===== config.mk =====
export PLATFORM = sky130hd
export DESIGN_NAME = fifo_page_pool_tags_unit
export DESIGN_NICKNAME = d
export VERILOG_FILES = /design/src/design/fppt_pkg.sv /design/src/design/fppt_ctrl.sv /design/src/design/fppt_dpath.sv /design/src/design/fifo_page_pool_tags_unit.sv
export SDC_FILE = /design/constraint.sdc
export NUM_CORES = 1
export LEC_CHECK = 0
export BUFFER_PORTS_ARGS = -buffer_cell sky130_fd_sc_hd__buf_2
export CAP_MARGIN = 30
export CELL_PAD_IN_SITES_DETAIL_PLACEMENT = 1
export CELL_PAD_IN_SITES_GLOBAL_PLACEMENT = 1
export CORE_MARGIN = 10
export CORE_UTILIZATION = 40
export CTS_CLUSTER_SIZE = 30
export DETAILED_ROUTE_END_ITERATION = 8
export GPL_ROUTABILITY_DRIVEN = 0
export GPL_TIMING_DRIVEN = 0
export HOLD_SLACK_MARGIN = 0.05
export PLACE_DENSITY = 0.65
export SYNTH_ARGS = -nofsm -noshare
export SYNTH_HDL_FRONTEND = slang
export SYNTH_SLANG_ARGS = --single-unit

===== constraint.sdc =====
create_clock -name clk -period 8.14 [get_ports clk]
set_input_delay 1.628 -clock clk [delete_from_list [all_inputs] [get_ports clk]]
set_output_delay 1.628 -clock clk [all_outputs]
set_load 0.05 [all_outputs]

===== src/design/fppt_pkg.sv =====
// Shared types for the page pool tag store.
// Holds the page key, result, controller command and state encodings.
package fppt_pkg;

    typedef struct packed {
        logic        two_dim;
        logic [15:0] col;
        logic [15:0] row;
        logic [7:0]  obj;
    } page_key_t;

    typedef struct packed {
        logic      evicted;
        page_key_t ev_key;
        logic [5:0] slot;
        logic      hit;
    } pool_result_t;

    typedef struct packed {
        logic capture;
        logic look;
        logic commit;
    } dp_cmd_t;

    typedef enum logic [2:0] {
        ST_IDLE = 3'b001,
        ST_LOOK = 3'b010,
        ST_DONE = 3'b100
    } ctrl_state_t;

endpackage


===== src/design/fppt_ctrl.sv =====
// Controller for the page pool tag store: sequences capture, lookup and commit.
// Depends on fppt_pkg for the command struct and state encoding.
module fppt_ctrl (
    input  logic              clk,
    input  logic              rst_n,
    input  logic              in_valid,
    output logic              in_ready,
    output logic              out_valid,
    input  logic              out_ready,
    output fppt_pkg::dp_cmd_t cmd
);

    fppt_pkg::ctrl_state_t state_reg;
    fppt_pkg::ctrl_state_t state_next;
    logic                  out_valid_reg;
    logic                  out_valid_next;

    always_comb
    begin
        state_next     = state_reg;
        cmd            = '0;
        in_ready       = 1'b0;
        out_valid_next = out_valid_reg && !out_ready;
        unique case (state_reg)
            fppt_pkg::ST_IDLE:
            begin
                in_ready = 1'b1;
                if (in_valid)
                begin
                    cmd.capture = 1'b1;
                    state_next  = fppt_pkg::ST_LOOK;
                end
            end
            fppt_pkg::ST_LOOK:
            begin
                cmd.look   = 1'b1;
                state_next = fppt_pkg::ST_DONE;
            end
            fppt_pkg::ST_DONE:
            begin
                if (!out_valid_reg || out_ready)
                begin
                    cmd.commit     = 1'b1;
                    out_valid_next = 1'b1;
                    state_next     = fppt_pkg::ST_IDLE;
                end
            end
            default:
            begin
                state_next = fppt_pkg::ST_IDLE;
            end
        endcase
    end

    always_ff @(posedge clk or negedge rst_n)
    begin
        if (!rst_n)
        begin
            state_reg     <= fppt_pkg::ST_IDLE;
            out_valid_reg <= 1'b0;
        end
        else
        begin
            state_reg     <= state_next;
            out_valid_reg <= out_valid_next;
        end
    end

    assign out_valid = out_valid_reg;

endmodule


===== src/design/fppt_dpath.sv =====
// Datapath for the page pool tag store: tag registers, valid bits, FIFO pointers.
// Depends on fppt_pkg for key, result and command types.
module fppt_dpath #(
    parameter int POOL_SLOTS = 8
) (
    input  logic                   clk,
    input  logic                   rst_n,
    input  fppt_pkg::dp_cmd_t      cmd,
    input  fppt_pkg::page_key_t    in_key,
    output fppt_pkg::pool_result_t result
);

    localparam int IDX_W  = (POOL_SLOTS > 1) ? $clog2(POOL_SLOTS) : 1;
    localparam int FILL_W = $clog2(POOL_SLOTS + 1);

    fppt_pkg::page_key_t    key_reg;
    fppt_pkg::page_key_t    tag_reg [POOL_SLOTS];
    fppt_pkg::page_key_t    evict_key_reg;
    fppt_pkg::pool_result_t result_reg;
    fppt_pkg::pool_result_t result_next;
    logic [POOL_SLOTS-1:0]  valid_reg;
    logic [POOL_SLOTS-1:0]  match_reg;
    logic [POOL_SLOTS-1:0]  match_next;
    logic [FILL_W-1:0]      fill_reg;
    logic [FILL_W-1:0]      fill_next;
    logic [IDX_W-1:0]       oldest_reg;
    logic [IDX_W-1:0]       oldest_next;
    logic [IDX_W-1:0]       hit_idx;
    logic [IDX_W-1:0]       target;
    logic                   hit;
    logic                   full;
    logic                   write_en;

    always_comb
    begin
        for (int i = 0; i < POOL_SLOTS; i++)
        begin
            match_next[i] = valid_reg[i] && (tag_reg[i] == key_reg);
        end
    end

    always_comb
    begin
        hit_idx = '0;
        for (int i = 0; i < POOL_SLOTS; i++)
        begin
            if (match_reg[i])
            begin
                hit_idx = hit_idx | IDX_W'(i);
            end
        end
    end

    assign hit  = |match_reg;
    assign full = (fill_reg == FILL_W'(POOL_SLOTS));

    always_comb
    begin
        result_next = '0;
        fill_next   = fill_reg;
        oldest_next = oldest_reg;
        target      = hit_idx;
        write_en    = 1'b0;
        if (hit)
        begin
            result_next.hit  = 1'b1;
            result_next.slot = 6'(hit_idx);
        end
        else if (!full)
        begin
            target           = fill_reg[IDX_W-1:0];
            fill_next        = fill_reg + 1'b1;
            write_en         = 1'b1;
            result_next.slot = 6'(target);
        end
        else
        begin
            target              = oldest_reg;
            write_en            = 1'b1;
            result_next.slot    = 6'(target);
            result_next.evicted = 1'b1;
            result_next.ev_key  = evict_key_reg;
            if (oldest_reg == IDX_W'(POOL_SLOTS - 1))
            begin
                oldest_next = '0;
            end
            else
            begin
                oldest_next = oldest_reg + 1'b1;
            end
        end
    end

    always_ff @(posedge clk)
    begin
        if (cmd.capture)
        begin
            key_reg.obj     <= in_key.obj;
            key_reg.row     <= in_key.row;
            key_reg.col     <= in_key.two_dim ? in_key.col : 16'h0000;
            key_reg.two_dim <= in_key.two_dim;
        end
        if (cmd.look)
        begin
            match_reg     <= match_next;
            evict_key_reg <= tag_reg[oldest_reg];
        end
        if (cmd.commit)
        begin
            result_reg <= result_next;
            if (write_en)
            begin
                tag_reg[target] <= key_reg;
            end
        end
    end

    always_ff @(posedge clk or negedge rst_n)
    begin
        if (!rst_n)
        begin
            valid_reg  <= '0;
            fill_reg   <= '0;
            oldest_reg <= '0;
        end
        else if (cmd.commit && write_en)
        begin
            valid_reg[target] <= 1'b1;
            fill_reg          <= fill_next;
            oldest_reg        <= oldest_next;
        end
    end

    assign result = result_reg;

endmodule


===== src/design/fifo_page_pool_tags_unit.sv =====
// Page pool tag store with first-in-first-out replacement, top level.
// Each item passes capture, a registered tag compare, then the commit of slot state and result;
// the next item is taken only after that commit, which waits while the output still holds a result.
// A new item is taken while the previous result still waits at the output.
// Reset clears all valid bits, the fill count, the oldest pointer and output valid.
// Depends on fppt_pkg, fppt_ctrl and fppt_dpath.
module fifo_page_pool_tags_unit #(
    parameter int POOL_SLOTS = 8
) (
    input  logic        clk,
    input  logic        rst_n,
    input  logic        s_tvalid,
    output logic        s_tready,
    input  logic [39:0] s_tdata,   // object_id[7:0], page_row[23:8], page_col[39:24]
    input  logic        s_tuser,   // two_dim
    output logic        m_tvalid,
    input  logic        m_tready,
    output logic [47:0] m_tdata,   // slot[5:0], evicted_object[13:6], evicted_row[29:14],
                                   // evicted_col[45:30], evicted_two_dim[46], zero[47]
    output logic [1:0]  m_tuser    // hit[0], evicted[1]
);

    fppt_pkg::dp_cmd_t      cmd;
    fppt_pkg::page_key_t    in_key;
    fppt_pkg::pool_result_t result;

    assign in_key.obj     = s_tdata[7:0];
    assign in_key.row     = s_tdata[23:8];
    assign in_key.col     = s_tdata[39:24];
    assign in_key.two_dim = s_tuser;

    fppt_ctrl u_ctrl (
        .clk       (clk),
        .rst_n     (rst_n),
        .in_valid  (s_tvalid),
        .in_ready  (s_tready),
        .out_valid (m_tvalid),
        .out_ready (m_tready),
        .cmd       (cmd)
    );

    fppt_dpath #(
        .POOL_SLOTS (POOL_SLOTS)
    ) u_dpath (
        .clk    (clk),
        .rst_n  (rst_n),
        .cmd    (cmd),
        .in_key (in_key),
        .result (result)
    );

    assign m_tdata = {1'b0, result.ev_key.two_dim, result.ev_key.col,
                      result.ev_key.row, result.ev_key.obj, result.slot};
    assign m_tuser = {result.evicted, result.hit};

endmodule


==> run summary <==
Layout cells sized above 1 = 0.241
Hold Fails Final Rpt = 0
Relative slew slack = 0.341
Final setup TNS = 0 ns
Post-synth EDFFs = 464
Post-synthesis simple-gate area fraction = 0.0626
Post-synthesis mux area share = 0.112
Synth Cell Area = 21500 µm²
Hold path depth = 1
Max Cap Violations = 0
DP Cell Count = 2074
Hold bufs inserted after CTS = 0
PD cells = 252 nW/µm²
Min cycle time layout = 3.50 ns
Root Driver = clkbuf_16
RSZ-0062 raised after global routing = false
Crit path required time = 6.51 ns
Die area = 63500 µm²
Yosys warns = 0
Yosys cell types = 46
Peak supply drop = 0.156 mV
Fin cells = 2175
Launching element type of the critical path = register
Cts repair resizes = 0
Synth Instances = 1265
Overall fraction of global-route tracks in use = 0.226
Worst slew pin tran = 0.989 ns
Pins Over Slew Limit = 0
First-pass GRT wire length = 99.6 mm
Final Routed Wirelength = 72.4 mm
Layout fillers = 5052
Detailed Routing Iterations Pass 1 = 6
Seq. cell area = 14400 µm²
Number of global-route vias before repair = 12.9k
Setup slack, reg-to-reg = 4.74 ns
Worst Skew = 0.0140 ns
Clk slew on worst S/H paths = 0.06 ns
Drt drc = 0
Largest register FFs = 328
Hold Worst Slack = 0.504 ns
Share of the synthesized area in the top cell type = 0.647
Largest family of logic cells by synthesized area = XOR/XNOR gates
Compound-cell area share of the yosys netlist = 0.00860
Htree depth = 2
Dpl hpwl = 53.7 mm
Post-route ant nets = 0
Setup violations, final = 0
Top_reg_cell synth = edfxtp_1
Status = complete, no violations
Reg2Reg Launch Point = u_dpath.match_reg[7]
Achievable clock frequency = 286 MHz
Yosys reg bits = 483
Pre-CTS setup slack = 4.04 ns
Leak Pwr = 8.35 nW
Xor and xnor area share after synthesis = 0.129
Seq/Total Area, Yosys = 0.669
Initial antenna violation count = 2
Grt total ovfl = 0
Synth Area in Adders = 0.00232
Synth area leader = edfxtp_1
Ports = 97
DIE HEIGHT = 252 µm
Cts bufs inserted = 54
Final WS setup = 4.64 ns
Hold_sp = u_dpath.valid_reg[2]
Die W = 252 µm
Crit Path Max Fanout = 4
Net count, final = 1491
Via density = 5.65
IO buf count = 92
Clock sinks = 483
Critical Path AT = 1.87 ns
Setup bufs post-CTS = 0
Area growth from synthesis to layout = 17.1%
DRT iter0 DRCs = 1482
Synth area leaders = edfxtp_1 (65%), xor2_1 (11%), mux4_2 (8.6%), mux2_2 (2.4%), xnor2_1 (2.2%)
Row Count = 84
Pin count of the biggest net entering global routing = 43
Tcrit/Tclk final = 0.430
Overall Power = 6.37 mW
HP Class = reg -> reg
Clk_lat worst skew = 0.60 ns
Setup crit start = u_ctrl.state_reg[0]
Crit. End Element = output port
Core area = 53000 µm²
Multi-input combinational cell area = 6860 µm²
Longest Clk Path Bufs = 3
Type of the worst setup path = reg -> out
Worst Reg2Reg Path Length in Cells = 6
Vias = 12.3k
CTS tree = built
Post-synth ARST share = 0.0393
Starting Density = 0.406
Routed wire per std cell = 33.3 µm
Mean Syn Cell Area = 17.0 µm²
## critical path: stages, from the launching register on
cell and delay (ns):
dfstp_2 0.57, nor3b_1 0.36, buf_2 0.34
## placed cells by master (no fill, tap or decap), types with 15 or more instances in the layout
cell type,count
mux2_2,45
and2_1,60
edfxtp_1,464
xnor2_1,55
mux4_2,82
nand4_1,20
xor2_1,263
clkbuf_1,60
clkinv_1,16
dfrtp_1,18
clkbuf_16,55
nand3_1,15
buf_2,101
nor4_1,76
## layout make-up
class	count	area share
Clock buffer	60	0.0553
Clock inverter	39	0.0144
Timing Repair Buffer	118	0.0387
Buffer	74	0.0121
Tap cell	688	0.0341
Inverter	11	0.00169
Multi-Input combinational cell	700	0.272
Antenna cell	2	0.000198
Sequential cell	483	0.571
## kinds of logic after synthesis
group,Yosys count
DFF,483
xor gates and xnor gates,318
and+or+nand+nor,220
muxes,131
buffers and inverters,85
AOI/OAI and AO/OA,23
adders and majority gates,4
other,1
## report_power, final
| part | total [mW] | internal [mW] | switching, mW | leakage [nW] |
|---|---|---|---|---|
| logic | 0.844 | 0.205 | 0.639 | 3.03 |
| clock network | 2.46 | 1.45 | 1.01 | 0.864 |
| registers | 3.06 | 2.93 | 0.128 | 4.46 |
## cells in the mapped netlist (all sizes together) (10+ instances only)
cell type,n
mux2,47
clkbuf,56
xnor2,55
xor2,263
nor4,77
nand4,20
mux4,82
edfxtp,464
inv,10
nor2,12
and2,61
dfrtp,18
nand2b,11
buf,18
nand3,15
## path summary, 6_finish.rpt
path                                         end
setup / recovery                        s_tready
hold / removal              u_dpath.valid_reg[2]
setup reg to reg           u_dpath.tag_reg[1][7]
hold reg to reg             u_dpath.valid_reg[2]
max in group asynchronous    u_ctrl.state_reg[0]
min in group asynchronous    u_dpath.fill_reg[2]
## through the flow
step,util,cell area (µm²)
after global routing,0.476,25200
final,0.476,25200
after CTS,0.476,25200
after floorplan,-,21500
after global placement,0.432,22900
after detailed placement,0.443,23500
## layer usage
metal / part of all wire / wire (µm) / vias to the layer above / track usage
met4: 0.044 / 3190 / 4 / 0.0947
met5: 0.00039 / 28 / - / 0
li1: - / - / 5190 / -
met1: 0.40 / 28600 / 6433 / 0.281
met2: 0.47 / 34300 / 530 / 0.365
met3: 0.087 / 6330 / 131 / 0.0633
(Power assumes the default switching activity.)
